**src/hw/rtl/i2cee_pkg.sv**
```systemverilog
`timescale 1ns / 1ps
// ----------------------------------------------------------------------------
// i2cee_pkg
// Shared codes, defaults and types of the serial EEPROM slave core.
// ----------------------------------------------------------------------------
package i2cee_pkg;

  localparam int MEM_DEPTH_DEFAULT = 256;
  localparam logic [6:0] DEV_ADDR_RESET = 7'd80;

  localparam logic [7:0] REPLY_ACK  = 8'd1;
  localparam logic [7:0] REPLY_NONE = 8'd0;
  localparam logic [7:0] ERASED_BYTE = 8'hFF;

  typedef enum logic [2:0] {
    OP_START  = 3'd0,
    OP_RSTART = 3'd1,
    OP_STOP   = 3'd2,
    OP_WRITE  = 3'd3,
    OP_READ   = 3'd4
  } op_t;

  // Access request from the bus engine to the byte store.
  typedef struct packed {
    logic wr;
    logic rd;
  } mem_ctl_t;

endpackage

```
**src/hw/rtl/i2c_eeprom_slave_core.sv**
```systemverilog
`timescale 1ns / 1ps
// ----------------------------------------------------------------------------
// i2c_eeprom_slave_core
// Byte-level I2C slave of a small serial EEPROM, driven by bus events.
// ----------------------------------------------------------------------------
// Each input word is one bus event: in_tuser carries the event code (start,
// repeated start, stop, master writes byte, master reads byte) and in_tdata
// the byte written by the master. Every event produces exactly one reply word
// on the out_ channel: 1 for an ack, 0 for a nak or no answer, or the data
// byte for a read.
// The block takes one event per cycle while the receiver keeps up. A reply
// passes the read stage, which holds the synchronous byte store read, and then
// the output register. The store is read and written at the word pointer in
// the cycle of acceptance, so a read that directly follows a write to the
// same byte already sees the new data.
// Two result slots (the read stage and the output register) decouple the
// sides; when the receiver stalls, in_tready drops once both are full.
// Reset clears the transaction flags, the pointer and the valid bit of every
// byte, so the whole store reads as erased (0xFF) at once; the device
// address returns to 80. cfg_we writes the device address register.
// ----------------------------------------------------------------------------
module i2c_eeprom_slave_core #(
  parameter int MEM_DEPTH = i2cee_pkg::MEM_DEPTH_DEFAULT
) (
  input  logic       clk,
  input  logic       rst_n,
  input  logic       cfg_we,
  input  logic [6:0] cfg_wdata,    // device_address
  input  logic       in_tvalid,
  output logic       in_tready,
  input  logic [7:0] in_tdata,     // [7:0] bus_byte
  input  logic [2:0] in_tuser,     // [2:0] op
  output logic       out_tvalid,
  input  logic       out_tready,
  output logic [7:0] out_tdata     // [7:0] reply
);

  localparam int PW = $clog2(MEM_DEPTH);

  logic [6:0]    dev_r;
  logic          in_tr_r, in_tr_nxt;
  logic          as_r, as_nxt;
  logic          sel_r, sel_nxt;
  logic          rm_r, rm_nxt;
  logic          ps_r, ps_nxt;
  logic [PW-1:0] ptr_r, ptr_nxt;

  logic          s1_v_r, s1_rd_r;
  logic [7:0]    s1_reply_r;
  logic [7:0]    reply_nxt;
  logic          out_v_r;
  logic [7:0]    out_data_r;

  logic          in_fire, s1_go;
  i2cee_pkg::mem_ctl_t mem_ctl;
  logic [7:0]    mem_rdata;
  logic [PW-1:0] ptr_inc, ptr_load;
  logic [11:0]   rem;

  assign s1_go     = s1_v_r && (!out_v_r || out_tready);
  assign in_tready = !s1_v_r || s1_go;
  assign in_fire   = in_tvalid && in_tready;

  assign ptr_inc = (ptr_r == PW'(MEM_DEPTH - 1)) ? '0 : ptr_r + 1'b1;

  // Byte modulo depth by restoring subtraction; the depth must be at least 16
  // (the block does not check this), so four steps cover any byte value.
  always_comb begin
    rem = {4'd0, in_tdata};
    for (int k = 3; k >= 0; k--) begin
      if (rem >= (12'(MEM_DEPTH) << k)) begin
        rem = rem - (12'(MEM_DEPTH) << k);
      end
    end
  end
  assign ptr_load = rem[PW-1:0];

  always_comb begin
    in_tr_nxt = in_tr_r;
    as_nxt    = as_r;
    sel_nxt   = sel_r;
    rm_nxt    = rm_r;
    ps_nxt    = ps_r;
    ptr_nxt   = ptr_r;
    reply_nxt = i2cee_pkg::REPLY_NONE;
    mem_ctl   = '0;
    if (in_fire) begin
      case (in_tuser)
        i2cee_pkg::OP_START: begin
          in_tr_nxt = 1'b1;
          ps_nxt    = 1'b0;
          as_nxt    = 1'b0;
          sel_nxt   = 1'b0;
        end
        i2cee_pkg::OP_RSTART: begin
          as_nxt  = 1'b0;
          sel_nxt = 1'b0;
        end
        i2cee_pkg::OP_STOP: begin
          in_tr_nxt = 1'b0;
        end
        i2cee_pkg::OP_WRITE: begin
          if (in_tr_r) begin
            if (!as_r) begin
              as_nxt = 1'b1;
              if (in_tdata[7:1] == dev_r) begin
                sel_nxt   = 1'b1;
                rm_nxt    = in_tdata[0];
                reply_nxt = i2cee_pkg::REPLY_ACK;
              end
            end else if (sel_r && !rm_r) begin
              reply_nxt = i2cee_pkg::REPLY_ACK;
              if (!ps_r) begin
                ps_nxt  = 1'b1;
                ptr_nxt = ptr_load;
              end else begin
                mem_ctl.wr = 1'b1;
                ptr_nxt    = ptr_inc;
              end
            end
          end
        end
        i2cee_pkg::OP_READ: begin
          if (in_tr_r && as_r && sel_r && rm_r && ps_r) begin
            mem_ctl.rd = 1'b1;
            ptr_nxt    = ptr_inc;
          end
        end
        default: begin
        end
      endcase
    end
  end

  always_ff @(posedge clk) begin
    if (!rst_n) begin
      dev_r   <= i2cee_pkg::DEV_ADDR_RESET;
      in_tr_r <= 1'b0;
      as_r    <= 1'b0;
      sel_r   <= 1'b0;
      rm_r    <= 1'b0;
      ps_r    <= 1'b0;
      ptr_r   <= '0;
      s1_v_r  <= 1'b0;
      out_v_r <= 1'b0;
    end else begin
      if (cfg_we) begin
        dev_r <= cfg_wdata;
      end
      in_tr_r <= in_tr_nxt;
      as_r    <= as_nxt;
      sel_r   <= sel_nxt;
      rm_r    <= rm_nxt;
      ps_r    <= ps_nxt;
      ptr_r   <= ptr_nxt;
      if (in_fire) begin
        s1_v_r <= 1'b1;
      end else if (s1_go) begin
        s1_v_r <= 1'b0;
      end
      if (s1_go) begin
        out_v_r <= 1'b1;
      end else if (out_tready) begin
        out_v_r <= 1'b0;
      end
    end
  end

  always_ff @(posedge clk) begin
    if (in_fire) begin
      s1_rd_r    <= mem_ctl.rd;
      s1_reply_r <= reply_nxt;
    end
    if (s1_go) begin
      out_data_r <= s1_rd_r ? mem_rdata : s1_reply_r;
    end
  end

  i2cee_mem #(
    .DEPTH(MEM_DEPTH)
  ) u_mem (
    .clk  (clk),
    .rst_n(rst_n),
    .ctl  (mem_ctl),
    .addr (ptr_r),
    .wdata(in_tdata),
    .rdata(mem_rdata)
  );

  assign out_tvalid = out_v_r;
  assign out_tdata  = out_data_r;

  a_rd_needs_ptr: assert property (@(posedge clk) disable iff (!rst_n)
    mem_ctl.rd |-> (ps_r && rm_r && sel_r && as_r && in_tr_r))
    else $error("store read issued without a selected read transaction");

  a_wr_acks: assert property (@(posedge clk) disable iff (!rst_n)
    mem_ctl.wr |=> (s1_v_r && !s1_rd_r && s1_reply_r == i2cee_pkg::REPLY_ACK))
    else $error("store write not answered with an ack");

  a_s1_hold: assert property (@(posedge clk) disable iff (!rst_n)
    (s1_v_r && !s1_go) |=> (s1_v_r && $stable(s1_reply_r) && $stable(s1_rd_r)))
    else $error("pending reply overwritten while output stalled");

  a_start_clears: assert property (@(posedge clk) disable iff (!rst_n)
    (in_fire && in_tuser == i2cee_pkg::OP_START) |=> (in_tr_r && !as_r && !sel_r && !ps_r))
    else $error("start did not reset transaction flags");

endmodule

```
**src/hw/rtl/i2cee_mem.sv**
```systemverilog
`timescale 1ns / 1ps
// ----------------------------------------------------------------------------
// i2cee_mem
// Byte store with one shared address, registered read and per-entry valid bits
// so that unwritten bytes read as erased.
// ----------------------------------------------------------------------------
module i2cee_mem #(
  parameter int DEPTH = i2cee_pkg::MEM_DEPTH_DEFAULT,
  localparam int AW = $clog2(DEPTH)
) (
  input  logic               clk,
  input  logic               rst_n,
  input  i2cee_pkg::mem_ctl_t ctl,
  input  logic [AW-1:0]      addr,
  input  logic [7:0]         wdata,
  output logic [7:0]         rdata
);

  logic [7:0]       mem [DEPTH];
  logic [DEPTH-1:0] vld_r;
  logic [7:0]       q_r;
  logic             q_vld_r;

  always_ff @(posedge clk) begin
    if (ctl.wr) begin
      mem[addr] <= wdata;
    end
    if (ctl.rd) begin
      q_r <= mem[addr];
    end
  end

  always_ff @(posedge clk) begin
    if (!rst_n) begin
      vld_r   <= '0;
      q_vld_r <= 1'b0;
    end else begin
      if (ctl.wr) begin
        vld_r[addr] <= 1'b1;
      end
      if (ctl.rd) begin
        q_vld_r <= vld_r[addr];
      end
    end
  end

  assign rdata = q_vld_r ? q_r : i2cee_pkg::ERASED_BYTE;

endmodule
```
**config.mk**
```make
export PLATFORM = sky130hd
export DESIGN_NAME = i2c_eeprom_slave_core
export DESIGN_NICKNAME = d
export VERILOG_FILES = /design/src/hw/rtl/i2cee_pkg.sv /design/src/hw/rtl/i2c_eeprom_slave_core.sv /design/src/hw/rtl/i2cee_mem.sv
export SDC_FILE = /design/constraint.sdc
export NUM_CORES = 2
export LEC_CHECK = 0
export ABC_AREA = 0
export BUFFER_PORTS_ARGS = -buffer_cell sky130_fd_sc_hd__buf_2
export CORE_MARGIN = 4
export CORE_UTILIZATION = 63
export CTS_CLUSTER_DIAMETER = 80
export DETAILED_ROUTE_END_ITERATION = 8
export GPL_TIMING_DRIVEN = 0
export HOLD_SLACK_MARGIN = 0.05
export PLACE_DENSITY_LB_ADDON = 0.12
export SYNTH_ARGS = -nofsm -noshare
export SYNTH_HDL_FRONTEND = slang
export SYNTH_SLANG_ARGS = --single-unit
export TNS_END_PERCENT = 20
```
**constraint.sdc**
```tcl
create_clock -name clk -period 3.8 [get_ports clk]
set_input_delay 0.38 -clock clk [delete_from_list [all_inputs] [get_ports clk]]
set_output_delay 0.38 -clock clk [all_outputs]
set_load 0.01 [all_outputs]
```
==> results.md <==
* CTS tree: built
* Wire length on met2 at 140,000 um
* Layout cell share with drive strength beyond 1 at 0.315
* PortBufs at 30
* Vias per Instance at 7.56
* Vias in the first global route at 48,500
* Routed length on met3 at 55,100 um
* Leak at 32.0 nW
* Final #Nets at 4,692
* Required @ worst endpoint at 4.30 ns
* Internal power at 41.0 mW
* Gr usage total at 0.447
* Initial Util at 0.637
* Die Y at 387 um
* Layout Skew at 0.0266 ns
* Initial antenna violation count at 27
* Critical path class: reg2reg
* Num CTS Buffers at 221
* Period minus WS final at 4.11 ns
* Clock power share at 0.443
* Max IR drop VDD at 534 uV
* Synth Flop Type: edfxtp_1
* # H-tree levels at 4
* Final Max Tran Viols at 21
* Largest family of logic cells by synthesized area: multiplexers
* Post-synthesis adder-cell area fraction at 0.000553
* Largest net degree at the start of global routing at 160
* Setup_tns at -156.13 ns
* Fmax achieved at 244 MHz
* Tcrit/Tclk final at 1.08
* FP Rows at 138
* Synth async-reset ratio at 0
* Top post-synthesis cells by area: edfxtp_1 (69%), mux4_2 (17%), dfxtp_1 (6.2%), o21a_1 (2.1%), nor2_1 (1.4%)
* Post-Synth Simple-Gate Area at 0.0254
* Setup violators final at 1,340
* Root Buffer: clkbuf_16
* Layout area overhead at 15.0%
* Inst Count DP at 6,274
* Clock sinks at 2,345
* M1 WL at 109,000 um
* CP Capture Type: flop
* Failing checks: capacitance limit, slew limit, setup timing
* Critical-path maximum fanout at 10
* FF+latch count, synth at 2,345
* Core Box Area at 142,000 um^2
* HPWL after DPL at 208,000 um
* Top-level port count at 33
* Seq pwr share at 0.546
* Post-synthesis sequential area ratio at 0.748
* Final GP Congestion at 1.07
* Dpl ws at -2.58 ns
* Worst slew margin at -0.0170
* P per Cell Area at 493 nW/um^2
* Max Cap Viol at 2
* Post-route insts no fill at 6,767
* Hold Crit Depth at 1
* Switch share at 0.201
* 1st-pass router iterations at 8
* CP max stage delay at 0.64 ns
* R2r worst-path depth at 6
* RSZ-0062 raised after global routing: true
* Global-route wire length before repair at 440,000 um
* Synth cell types at 58
* ANT nets after route at 0
* Die width at 387 um
* XOR/XNOR Fraction of Synth Area at 0.000678
* DR WL/cell at 48.8 um
* Post-synthesis mux area share at 0.178
* Hold Slack at 0.00525 ns
* Area after DPL at 93,700 um^2
* Synthesized area at 90,500 um^2
* Tightest Pin Transition at 1.53 ns
* Power Total at 51.3 mW
* Post-Syn Area per Cell at 20.9 um^2
* Worst-skew pair later-pin latency at 0.87 ns
* Post-Syn Nets at 4,358
* Synth area leader: edfxtp_1
* Run status: complete, but fails checks
* Post-synth EDFFs at 2,066
* Max clock buf depth at 3
* Startpoint Class: flop
* Final WL at 330,000 um
* Hold Crit Class: in2reg
* Reg clk slew, reported paths at 0.07 ns
* Slowest-stage cell, CP: nor2_4
* Final worst slack at -0.306 ns
* Post-synthesis compound-gate area fraction at 0.0326
* Synth warn at 0
* Ordered list of cells on the worst path: clkbuf_2, clkinv_2, nor2_4, nand2_2, clkbuf_2, nor2_2
* Fin area at 104,000 um^2
* Critical path arrival at 4.61 ns
* Combinational power share at 0.011
* Residual DRC at 0
* Die area at 150,000 um^2
* Share of the synthesized area in the top cell type at 0.686
* CP dominant cell by count: clkbuf_2
* Via count at 51,200
* Final core occ at 0.732
* Hold Vio Cnt, Final at 0
* Mapped Cells at 4,331
* Total gr overflow at 0
* Switching power of the nets at 10.3 mW
* Max Used Layer: met5
* Initial DRC Count at 10,200
placed cells by master (no fill, tap or decap), types with 26 or more instances in the layout:
cell type and n:
mux2i_1 49, clkbuf_1 111, nand2_1 70, clkinv_2 44
buf_8 31, nor2_1 163, nor2_4 43, o21a_1 258
nor2_2 135, clkinv_1 41, edfxtp_1 2066, dfxtp_1 279
buf_2 32, buf_4 53, clkbuf_16 228, mux4_2 685
nand3_1 28, buf_6 44, clkbuf_8 26, buf_12 43
path summary, 6_finish.rpt:
kind	end	start	slack (ns)
max	u_mem.mem[199][4]$_DFFE_PP_	ptr_r[2]$_SDFFE_PN0P_	-0.31
min	u_mem.mem[191][3]$_DFFE_PP_	in_tdata[3]	0.005
max reg2reg	u_mem.mem[199][4]$_DFFE_PP_	ptr_r[2]$_SDFFE_PN0P_	-0.31
min reg2reg	u_mem.vld_r[74]$_SDFFE_PN0N_	u_mem.vld_r[74]$_SDFFE_PN0N_	0.46
critical path, delay by kind of cell (launching register included):
family / cells / cell delay [ns]
simple gates: 3 / 1.86
flops: 1 / 0.39
buf+inv: 3 / 1.43
timing repair:
action	CTS	global route
hold buffers	24	0
endpoints found under the setup margin	2274	1605
buffers inserted	9	26
pin swaps	7	5
resized for setup	376	362
endpoints found under the hold margin	85	0
Yosys cell counts (11+ instances only):
cell type     n
nand3_1      28
nand4_1      14
nor2_1      340
o21a_1      258
mux4_2      685
edfxtp_1   2066
dfxtp_1     279
buf_2        66
o21ai_0      17
buf_1        18
a22oi_1      22
nand2_1      85
a21oi_1      25
nor2b_1      15
mux2i_1      63
buf_4        29
buf_6        15
clkbuf_1    129
a32oi_1      12
a21boi_0     11
inv_1        17
registers in the layout, indices dropped and copies added (netlist names):
name,cells
s1_rd_r,1
sel_r,1
ptr_r,8
dev_r,7
rm_r,1
s1_reply_r,1
in_tr_r,1
u_mem.mem,2048
u_mem.q_vld_r,1
out_tvalid,1
ps_r,1
as_r,1
u_mem.q_r,8
out_tdata,8
s1_v_r,1
u_mem.vld_r,256
routing by layer:
layer / GRT usage / vias up
li1: - / 18600
met1: 0.593 / 26700
met2: 0.605 / 4946
met3: 0.196 / 946
met4: 0.297 / 16
met5: 0.00319 / -
power by group through the flow:
stage	combinational [mW]	clock (mW)	sequential [mW]
after detailed placement	0.525	0	28.6
after global routing	0.592	23.8	28.0
after global placement	0.458	0	28.6
after CTS	0.544	22.6	28.0
final	0.565	22.7	28.0
after floorplan	0.0749	0	28.6
cell type report:
class	count	area, um^2
Sequential cell	2345	67600
Timing Repair Buffer	112	1370
Clock buffer	289	6070
Clock inverter	129	1340
Multi-Input combinational cell	1710	22500
Fill cell	8031	38100
Tap cell	1890	2360
Antenna cell	17	42.5
Buffer	256	2580
Inverter	19	75.1
logic make-up (layout without fill, tap and decap cells):
| family | count (synthesis) | in the layout |
|---|---|---|
| xor gates and xnor gates | 7 | 7 |
| AOI/OAI and AO/OA | 403 | 403 |
| other | 0 | 17 |
| muxes | 755 | 755 |
| buffers and inverters | 276 | 805 |
| adders and majority gates | 4 | 4 |
| DFF | 2345 | 2345 |
| and+or+nand+nor | 541 | 541 |
No activity file was read; power rests on OpenSTA's default activity.
